===== src/sv/button_gesture_recognizer_unit_defines.svh =====
// Assertion macros shared by the button gesture recognizer RTL.
`ifndef BUTTON_GESTURE_RECOGNIZER_UNIT_DEFINES_SVH
`define BUTTON_GESTURE_RECOGNIZER_UNIT_DEFINES_SVH

// Same-cycle implication, disabled during reset.
`define BGR_ASSERT_NOW(label, clk, rst_n, ante, cons) \
    label: assert property (@(posedge clk) disable iff (!(rst_n)) (ante) |-> (cons)) \
        else $error("bgr assertion failed");

// Next-cycle implication, disabled during reset.
`define BGR_ASSERT_NEXT(label, clk, rst_n, ante, cons) \
    label: assert property (@(posedge clk) disable iff (!(rst_n)) (ante) |=> (cons)) \
        else $error("bgr assertion failed");

`endif


===== src/sv/bgr_pkg.sv =====
// Types, codes and reset values of the button gesture recognizer.
package bgr_pkg;

    localparam int unsigned TimeW   = 32;
    localparam int unsigned CfgW    = 16;
    localparam int unsigned OpW     = 2;
    localparam int unsigned ActionW = 3;
    localparam int unsigned CfgIdxW = 2;

    localparam logic [CfgW-1:0] DebounceReset    = 16'd30;
    localparam logic [CfgW-1:0] DoubleClickReset = 16'd350;
    localparam logic [CfgW-1:0] HoldReset        = 16'd500;

    typedef enum logic [OpW-1:0] {
        OP_PRESS   = 2'd0,
        OP_RELEASE = 2'd1,
        OP_TICK    = 2'd2
    } t_op;

    typedef enum logic [ActionW-1:0] {
        ACT_NONE     = 3'd0,
        ACT_WAKE     = 3'd1,
        ACT_PRE_BEG  = 3'd2,
        ACT_PRE_DISC = 3'd3,
        ACT_ESCAPE   = 3'd4,
        ACT_PTT_BEG  = 3'd5,
        ACT_PTT_END  = 3'd6,
        ACT_ENTER    = 3'd7
    } t_action;

    typedef enum logic [CfgIdxW-1:0] {
        CFG_DEBOUNCE     = 2'd0,
        CFG_DOUBLE_CLICK = 2'd1,
        CFG_HOLD         = 2'd2
    } t_cfg_idx;

endpackage


===== src/sv/bgr_if.sv =====
// Valid/ready channel interfaces for button events and gesture actions.
interface bgr_in_if;
    logic                        valid;
    logic                        ready;
    logic [bgr_pkg::OpW-1:0]     operation;
    logic [bgr_pkg::TimeW-1:0]   now_ms;
    logic                        display_on;
    logic                        view_open;
    logic                        sess_picked;
    logic                        input_locked;

    modport source (
        output valid, operation, now_ms, display_on, view_open,
               sess_picked, input_locked,
        input  ready
    );
    modport sink (
        input  valid, operation, now_ms, display_on, view_open,
               sess_picked, input_locked,
        output ready
    );
endinterface

interface bgr_out_if;
    logic                          valid;
    logic                          ready;
    logic [bgr_pkg::ActionW-1:0]   action;

    modport source (output valid, action, input ready);
    modport sink (input valid, action, output ready);
endinterface


===== src/sv/button_gesture_recognizer_unit.sv =====
// Button gesture recognizer: debounce, click, double click and hold detection.
//
// i_evt carries one event per transfer: press edge, release edge or time tick,
// with a millisecond timestamp and four context flags. o_act returns exactly
// one action code per event, in order. The three timing registers are written
// through i_cfg_we / i_cfg_idx / i_cfg_data; the user is to write them only
// while the block is idle, which the block itself does not enforce. An index
// past the last register is ignored. An accepted event lands in an input register;
// when the result register is free or being read, the gesture logic (a few 32-bit
// subtract/compare paths) updates the state and loads the result register.
// Throughput is one event per cycle while o_act is not stalled; each event sees the
// state left by the one before it, since state and result register update at the same edge.
// When the receiver stalls, the result holds and the input register can
// still take one more event; i_evt.ready drops only when both are full.
// Synchronous reset empties both registers, restores the timing registers to
// 30, 350 and 500 ms and clears all gesture state.
`include "button_gesture_recognizer_unit_defines.svh"

module button_gesture_recognizer_unit (
    input  logic                           i_clk,
    input  logic                           i_rst_n,
    bgr_in_if.sink                         i_evt,
    bgr_out_if.source                      o_act,
    input  logic                           i_cfg_we,
    input  logic [bgr_pkg::CfgIdxW-1:0]    i_cfg_idx,
    input  logic [bgr_pkg::CfgW-1:0]       i_cfg_data
);

    logic [bgr_pkg::CfgW-1:0]  r_debounce;
    logic [bgr_pkg::CfgW-1:0]  r_dbl_window;
    logic [bgr_pkg::CfgW-1:0]  r_hold;

    logic                       r_in_valid;
    logic [bgr_pkg::OpW-1:0]    r_in_op;
    logic [bgr_pkg::TimeW-1:0]  r_in_now;
    logic                       r_in_scr;
    logic                       r_in_ok;

    logic                       r_out_valid;
    logic [bgr_pkg::ActionW-1:0] r_out_action;

    logic                       r_edge_seen;
    logic [bgr_pkg::TimeW-1:0]  r_last_edge_time;
    logic                       r_pressed;
    logic [bgr_pkg::TimeW-1:0]  r_press_start;
    logic                       r_swallow;
    logic                       r_awaiting;
    logic                       r_second_press;
    logic [bgr_pkg::TimeW-1:0]  r_first_release;
    logic                       r_talk;

    logic                       n_edge_seen;
    logic [bgr_pkg::TimeW-1:0]  n_last_edge_time;
    logic                       n_pressed;
    logic [bgr_pkg::TimeW-1:0]  n_press_start;
    logic                       n_swallow;
    logic                       n_awaiting;
    logic                       n_second_press;
    logic [bgr_pkg::TimeW-1:0]  n_first_release;
    logic                       n_talk;
    bgr_pkg::t_action           n_action;

    logic                       in_xfer;
    logic                       advance;
    logic [bgr_pkg::TimeW-1:0]  dt_edge;
    logic [bgr_pkg::TimeW-1:0]  dt_press;
    logic [bgr_pkg::TimeW-1:0]  dt_release;
    logic                       edge_dropped;
    logic                       in_dbl_window;
    logic                       hold_reached;
    logic                       dbl_expired;

    assign advance     = r_in_valid && (!r_out_valid || o_act.ready);
    assign i_evt.ready = !r_in_valid || advance;
    assign in_xfer     = i_evt.valid && i_evt.ready;

    assign o_act.valid  = r_out_valid;
    assign o_act.action = r_out_action;

    assign dt_edge       = r_in_now - r_last_edge_time;
    assign dt_press      = r_in_now - r_press_start;
    assign dt_release    = r_in_now - r_first_release;
    assign edge_dropped  = r_edge_seen &&
                           (dt_edge < {{(bgr_pkg::TimeW-bgr_pkg::CfgW){1'b0}}, r_debounce});
    assign in_dbl_window = dt_release <=
                           {{(bgr_pkg::TimeW-bgr_pkg::CfgW){1'b0}}, r_dbl_window};
    assign dbl_expired   = dt_release >=
                           {{(bgr_pkg::TimeW-bgr_pkg::CfgW){1'b0}}, r_dbl_window};
    assign hold_reached  = dt_press >=
                           {{(bgr_pkg::TimeW-bgr_pkg::CfgW){1'b0}}, r_hold};

    always_comb begin
        n_edge_seen      = r_edge_seen;
        n_last_edge_time = r_last_edge_time;
        n_pressed        = r_pressed;
        n_press_start    = r_press_start;
        n_swallow        = r_swallow;
        n_awaiting       = r_awaiting;
        n_second_press   = r_second_press;
        n_first_release  = r_first_release;
        n_talk           = r_talk;
        n_action         = bgr_pkg::ACT_NONE;
        unique case (bgr_pkg::t_op'(r_in_op))
            bgr_pkg::OP_PRESS: begin
                if (!edge_dropped) begin
                    n_edge_seen      = 1'b1;
                    n_last_edge_time = r_in_now;
                    if (!r_pressed) begin
                        n_pressed     = 1'b1;
                        n_press_start = r_in_now;
                        if (!r_in_scr) begin
                            n_swallow      = 1'b1;
                            n_awaiting     = 1'b0;
                            n_second_press = 1'b0;
                            n_action       = bgr_pkg::ACT_WAKE;
                        end else if (!r_in_ok) begin
                            n_swallow = 1'b1;
                        end else begin
                            n_second_press = r_awaiting && in_dbl_window;
                            n_action       = bgr_pkg::ACT_PRE_BEG;
                        end
                    end
                end
            end
            bgr_pkg::OP_RELEASE: begin
                if (!edge_dropped) begin
                    n_edge_seen      = 1'b1;
                    n_last_edge_time = r_in_now;
                    if (r_pressed) begin
                        n_pressed = 1'b0;
                        if (r_swallow) begin
                            n_swallow      = 1'b0;
                            n_talk         = 1'b0;
                            n_second_press = 1'b0;
                        end else if (r_talk) begin
                            n_talk         = 1'b0;
                            n_awaiting     = 1'b0;
                            n_second_press = 1'b0;
                            n_action       = bgr_pkg::ACT_PTT_END;
                        end else if (!r_in_ok) begin
                            n_awaiting     = 1'b0;
                            n_second_press = 1'b0;
                            n_action       = bgr_pkg::ACT_PRE_DISC;
                        end else if (r_second_press) begin
                            n_awaiting     = 1'b0;
                            n_second_press = 1'b0;
                            n_action       = bgr_pkg::ACT_ESCAPE;
                        end else begin
                            n_awaiting      = 1'b1;
                            n_first_release = r_in_now;
                            n_action        = bgr_pkg::ACT_PRE_DISC;
                        end
                    end
                end
            end
            bgr_pkg::OP_TICK: begin
                if (r_pressed && !r_swallow && !r_talk && r_in_ok && hold_reached) begin
                    n_talk         = 1'b1;
                    n_awaiting     = 1'b0;
                    n_second_press = 1'b0;
                    n_action       = bgr_pkg::ACT_PTT_BEG;
                end else if (!r_pressed && r_awaiting && dbl_expired) begin
                    n_awaiting = 1'b0;
                    n_action   = r_in_ok ? bgr_pkg::ACT_ENTER : bgr_pkg::ACT_NONE;
                end
            end
            default: begin
                n_action = bgr_pkg::ACT_NONE;
            end
        endcase
    end

    always_ff @(posedge i_clk) begin
        if (!i_rst_n) begin
            r_debounce   <= bgr_pkg::DebounceReset;
            r_dbl_window <= bgr_pkg::DoubleClickReset;
            r_hold       <= bgr_pkg::HoldReset;
        end else if (i_cfg_we) begin
            unique case (bgr_pkg::t_cfg_idx'(i_cfg_idx))
                bgr_pkg::CFG_DEBOUNCE:     r_debounce   <= i_cfg_data;
                bgr_pkg::CFG_DOUBLE_CLICK: r_dbl_window <= i_cfg_data;
                bgr_pkg::CFG_HOLD:         r_hold       <= i_cfg_data;
                default: ;
            endcase
        end
    end

    always_ff @(posedge i_clk) begin
        if (!i_rst_n) begin
            r_in_valid <= 1'b0;
        end else if (in_xfer) begin
            r_in_valid <= 1'b1;
        end else if (advance) begin
            r_in_valid <= 1'b0;
        end
    end

    always_ff @(posedge i_clk) begin
        if (in_xfer) begin
            r_in_op  <= i_evt.operation;
            r_in_now <= i_evt.now_ms;
            r_in_scr <= i_evt.display_on;
            r_in_ok  <= i_evt.view_open && i_evt.sess_picked &&
                        !i_evt.input_locked;
        end
    end

    always_ff @(posedge i_clk) begin
        if (!i_rst_n) begin
            r_out_valid <= 1'b0;
        end else if (advance) begin
            r_out_valid <= 1'b1;
        end else if (o_act.ready) begin
            r_out_valid <= 1'b0;
        end
    end

    always_ff @(posedge i_clk) begin
        if (advance) begin
            r_out_action <= n_action;
        end
    end

    always_ff @(posedge i_clk) begin
        if (!i_rst_n) begin
            r_edge_seen      <= 1'b0;
            r_last_edge_time <= '0;
            r_pressed        <= 1'b0;
            r_press_start    <= '0;
            r_swallow        <= 1'b0;
            r_awaiting       <= 1'b0;
            r_second_press   <= 1'b0;
            r_first_release  <= '0;
            r_talk           <= 1'b0;
        end else if (advance) begin
            r_edge_seen      <= n_edge_seen;
            r_last_edge_time <= n_last_edge_time;
            r_pressed        <= n_pressed;
            r_press_start    <= n_press_start;
            r_swallow        <= n_swallow;
            r_awaiting       <= n_awaiting;
            r_second_press   <= n_second_press;
            r_first_release  <= n_first_release;
            r_talk           <= n_talk;
        end
    end

    `BGR_ASSERT_NOW(a_talk_needs_press, i_clk, i_rst_n, r_talk, r_pressed && !r_swallow)
    `BGR_ASSERT_NOW(a_second_press_pending, i_clk, i_rst_n, r_second_press, r_awaiting && r_pressed)
    `BGR_ASSERT_NOW(a_swallow_needs_press, i_clk, i_rst_n, r_swallow, r_pressed)
    `BGR_ASSERT_NEXT(a_advance_fills_result, i_clk, i_rst_n, advance, r_out_valid)
    `BGR_ASSERT_NEXT(a_input_held, i_clk, i_rst_n, r_in_valid && !advance, r_in_valid)

endmodule


===== src/flat_wrapper.sv =====
// flat-port wrapper written by rule: the top's interface ports become plain ports
module button_gesture_recognizer_unit_flat 
  (i_clk, i_rst_n, i_cfg_we, i_cfg_idx, i_cfg_data, i_evt_valid, i_evt_operation, i_evt_now_ms, i_evt_display_on, i_evt_view_open, i_evt_sess_picked, i_evt_input_locked, i_evt_ready, o_act_valid, o_act_action, o_act_ready);
  bgr_in_if i_evt_i ();
  bgr_out_if o_act_i ();
  input  logic i_clk;
  input  logic i_rst_n;
  input  logic i_cfg_we;
  input  logic [bgr_pkg::CfgIdxW-1:0] i_cfg_idx;
  input  logic [bgr_pkg::CfgW-1:0] i_cfg_data;
  input wire logic [$bits(i_evt_i.valid)-1:0] i_evt_valid;
  input wire logic [$bits(i_evt_i.operation)-1:0] i_evt_operation;
  input wire logic [$bits(i_evt_i.now_ms)-1:0] i_evt_now_ms;
  input wire logic [$bits(i_evt_i.display_on)-1:0] i_evt_display_on;
  input wire logic [$bits(i_evt_i.view_open)-1:0] i_evt_view_open;
  input wire logic [$bits(i_evt_i.sess_picked)-1:0] i_evt_sess_picked;
  input wire logic [$bits(i_evt_i.input_locked)-1:0] i_evt_input_locked;
  output wire logic [$bits(i_evt_i.ready)-1:0] i_evt_ready;
  output wire logic [$bits(o_act_i.valid)-1:0] o_act_valid;
  output wire logic [$bits(o_act_i.action)-1:0] o_act_action;
  input wire logic [$bits(o_act_i.ready)-1:0] o_act_ready;
  assign i_evt_i.valid = i_evt_valid;
  assign i_evt_i.operation = i_evt_operation;
  assign i_evt_i.now_ms = i_evt_now_ms;
  assign i_evt_i.display_on = i_evt_display_on;
  assign i_evt_i.view_open = i_evt_view_open;
  assign i_evt_i.sess_picked = i_evt_sess_picked;
  assign i_evt_i.input_locked = i_evt_input_locked;
  assign i_evt_ready = i_evt_i.ready;
  assign o_act_valid = o_act_i.valid;
  assign o_act_action = o_act_i.action;
  assign o_act_i.ready = o_act_ready;
  button_gesture_recognizer_unit u_core (.i_clk(i_clk), .i_rst_n(i_rst_n), .i_evt(i_evt_i), .o_act(o_act_i), .i_cfg_we(i_cfg_we), .i_cfg_idx(i_cfg_idx), .i_cfg_data(i_cfg_data));
endmodule

===== config.mk =====
export PLATFORM = sky130hd
export DESIGN_NAME = button_gesture_recognizer_unit_flat
export DESIGN_NICKNAME = d
export VERILOG_FILES = /design/src/sv/bgr_pkg.sv /design/src/sv/bgr_if.sv /design/src/sv/button_gesture_recognizer_unit.sv /design/src/flat_wrapper.sv
export VERILOG_INCLUDE_DIRS = /design/src /design/src/sv
export SDC_FILE = /design/constraint.sdc
export NUM_CORES = 1
export LEC_CHECK = 0
export BUFFER_PORTS_ARGS = -buffer_cell sky130_fd_sc_hd__buf_4
export CAP_MARGIN = 10
export CORE_UTILIZATION = 50
export DETAILED_ROUTE_END_ITERATION = 8
export GPL_TIMING_DRIVEN = 0
export PLACE_DENSITY = 0.74
export SYNTH_ARGS = -nofsm -noshare
export SYNTH_HDL_FRONTEND = slang
export SYNTH_SLANG_ARGS = --single-unit

===== constraint.sdc =====
create_clock -name i_clk -period 7.7 [get_ports i_clk]
set_input_delay 0 -clock i_clk [delete_from_list [all_inputs] [get_ports i_clk]]
set_output_delay 0 -clock i_clk [all_outputs]
set_load 0.005 [all_outputs]

==> impl_metrics.ini <==
[yosys]
ys_types = 83
synth_xor_area_frac = 0.0389
synthCells = 1729
synth_top_family_by_area = compound AO/OA/AOI/OAI gates
synth_compound_area_frac = 0.207
synth_ff_type = dfxtp_1
synth-simple-area-share = 0.194
yosysWarnings = 0
synthAdderAreaFrac = 0.130
yosysSeqAreaShare = 0.292
synth_nets = 1938
postSynthAreaPerCell_um2 = 8.34
synth_largest_area_cell = dfxtp_1
ys_ff_latch = 191
yosys-mux-area-fraction = 0.0725
synth_top_area_share = 0.211
synth-async-reset-ratio = 0
synth_edf_count = 39
synthesis.area_um2 = 14400
synth.area.top_cells = dfxtp_1 21%, ha_1 13%, edfxtp_1 8.1%

[detailed_routing]
top_layer = met4
m1WireLength_mm = 18.4
drt_first_pass_iters = 5
wl_per_cell_um = 18.0
num_vias = 13199
dr_wl_met2_mm = 18.8
dr_wl_met3_mm = 1.88
drtIter0Drc = 1105
drc_errors = 0
ant_nets = 0
vias_per_cell = 5.84
wl_mm = 40.6

[global_route]
grt_pass1_vias = 12490
grt_max_degree = 37
gr-total-overflow = 0
grt_pass1_wl_mm = 64.1
grt_usage = 0.280
antenna_found_initial = 0

[sta]
skew_ps = 15.9
slew_headroom = 0.374
tns_ps = 0
maxSlewViolCount = 0
fin_crit_sh = 0.797
hold_viol = 0
setup_viol_count_final = 0
rsz0062_at_grt = false
post-route-min-period_ps = 6140
fmaxAchievable_ghz = 0.163
worstMarginPinSlew_ps = 940

[setup_path]
start_kind = flop
timing.critical_path.buf_inv = 2
worstPathArrival_ps = 6430
path_class = reg -> reg
path_common_cell = ha_1
r2r_setup_slack_ps = 1560
worstPathRequired_ps = 8000
cp_slowest_cell = a2111oi_0
worstPathMaxFanout = 8
path_cells = ha_1 -> clkbuf_1 -> nand4_1 -> a211oi_1 -> o221ai_1 -> nor2b_1 -> xnor2_1 -> ha_1 -> a2111oi_0 -> o2111ai_1 -> or4_1 -> nor4_1 -> nand4b_1 -> nor4b_1 -> buf_2 -> o21ai_1 -> nor2_1 -> nand2_1 -> a21oi_1
end_kind = flop
critical-path-max-stage-delay_ps = 780
critPathTopFamily = simple AND/OR/NAND/NOR gates

[layout]
final_cell_mix = 189 x nand2_1, 160 x inv_1, 152 x dfxtp_1, 145 x ha_1, 122 x a21oi_1
layout_commonest_cell = nand2_1
final_nets = 2079
fin_area_um2 = 16500
diodes = 0
fill_cells = 2533
drive_gt1_frac = 0.0749
syn_to_final_growth_pct = 14.7

[power_and_ir_drop]
p_leak_nw = 6.69
ir_drop_mv = 0.139
pwr_density_cell_nw_per_um2 = 160

[cts]
clk_latency_ps = 450
cts_num_sinks = 191
cts_root_buf = clkbuf_16
holdBufCountCts = 56
cts_max_level = 4
cts_tree = yes
numCtsBuffers = 17
cts_setup_buffers = 0
cts_resized = 0
clkTransAtPathRegs_ps = 80
cts_buffer_depth = 2

[floorplanning]
die_area_um2 = 29500
start_util = 0.513
io_pins = 66
die_y_um = 172
die_w_um = 172
design.core.area_um2 = 28100
num_rows = 61

[place]
gp_congestion = 0.956
hpwl_mm = 31.5
place_area_um2 = 15400
portBuffers = 64

[hold_path]
worstHoldPathType = in -> reg

[flow_run]
timing.max_cap.violations = 0

[outcome]
outcome = completed
## through the flow
| stage | hold slack (ps) | util | setup WS [ps] | total power [mW] | cells |
|---|---|---|---|---|---|
| 2_1_floorplan | 98.9 | - | 2710 | 1.55 | 1729 |
| 3_3_place_gp | 178 | 0.547 | 599 | 1.72 | 2171 |
| 3_5_place_dp | 179 | 0.548 | 1620 | 1.73 | 2173 |
| 4_1_cts | 19.2 | 0.589 | 1600 | 2.64 | 2261 |
| 5_1_grt | 57.6 | 0.589 | 1220 | 2.76 | 2261 |
| 6_report | 26.6 | 0.589 | 1560 | 2.65 | 2261 |
## per-layer routing
| metal | GRT usage | up-vias |
|---|---|---|
| li1 | - | 6465 |
| met1 | 0.366 | 6231 |
| met2 | 0.465 | 410 |
| met3 | 0.0315 | 93 |
| met4 | 0.119 | 0 |
| met5 | 0 | - |
## registers in the layout, indices dropped and copies added (netlist names), 2 cells and up
| name | cells |
|---|---|
| u_core.r_first_release | 32 |
| u_core.r_last_edge_time | 32 |
| u_core.r_debounce | 16 |
| u_core.r_dbl_window | 16 |
| u_core.r_in_op | 2 |
| u_core.r_hold | 16 |
| u_core.r_press_start | 32 |
| u_core.o_act.action | 3 |
| u_core.r_in_now | 32 |
## where the power goes
group / total [mW] / leakage, nW / switching [mW] / internal [mW]
clock: 0.898 / 0.290 / 0.430 / 0.468
sequential: 1.09 / 1.61 / 0.0389 / 1.05
combinational: 0.654 / 4.78 / 0.377 / 0.277
## path summary, 6_finish.rpt
path                             startpoint                                end  cells past startpoint
max            u_core.r_in_now[9]$_DFFE_PP_   u_core.o_act.action[1]$_DFFE_PP_                     19
min                            i_cfg_idx[0]  u_core.r_debounce[5]$_SDFFE_PN0P_                      4
max reg2reg    u_core.r_in_now[9]$_DFFE_PP_   u_core.o_act.action[1]$_DFFE_PP_                     19
min reg2reg  u_core.r_hold[11]$_SDFFE_PN0P_     u_core.r_hold[11]$_SDFFE_PN0P_                      2
## logic make-up after synthesis
group           after synthesis
fa+ha+maj                   148
flops                       191
simple gates                549
xor+xnor                     64
buf+inv                     231
compound gates              442
mux                         104
## area by class of cell
cell class	count	area [µm²]	share of cell area
multi-input combinational	1307	9250	0.560
sequential	191	4210	0.255
timing repair buffer	122	1050	0.0636
inverter	160	601	0.0363
tap	378	473	0.0286
clock buffer	19	443	0.0268
buffer	71	354	0.0214
clock inverter	13	144	0.00870
## worst register-to-register path: cells and delay by family (launching register included)
family,cells,cell delay (ps)
AOI/OAI and AO/OA,6,2070
adders and majority gates,2,570
and+or+nand+nor,8,2090
xor gates and xnor gates,1,150
DFF,1,530
buffers and inverters,2,570
## synthesized netlist by cell type, types with 5 or more instances
| cell type | instances |
|---|---|
| nand2_1 | 189 |
| xor2_1 | 31 |
| o221ai_1 | 7 |
| o22ai_1 | 6 |
| mux2i_1 | 101 |
| a221oi_1 | 6 |
| a2111o_1 | 5 |
| o21ai_1 | 6 |
| dfxtp_1 | 152 |
| o21bai_1 | 7 |
| and2_1 | 12 |
| o2111ai_1 | 7 |
| and3_1 | 19 |
| clkbuf_1 | 53 |
| o21a_1 | 20 |
| nor2_1 | 77 |
| a21o_1 | 35 |
| o21ai_0 | 60 |
| buf_6 | 10 |
| a211oi_1 | 11 |
| nor2b_1 | 111 |
| xnor2_1 | 33 |
| inv_1 | 160 |
| a31o_2 | 6 |
| ha_1 | 145 |
| buf_2 | 6 |
| a31oi_1 | 14 |
| nor4_1 | 11 |
| nand2b_1 | 11 |
| edfxtp_1 | 39 |
| a2111oi_0 | 6 |
| o31ai_1 | 5 |
| a21boi_0 | 35 |
| a211o_1 | 5 |
| o211ai_1 | 36 |
| nand3_1 | 34 |
| nor3_1 | 12 |
| a21oi_1 | 122 |
| a221o_1 | 5 |
| nand4_1 | 37 |
| or3_1 | 5 |
No activity file was read; power rests on OpenSTA's default activity.
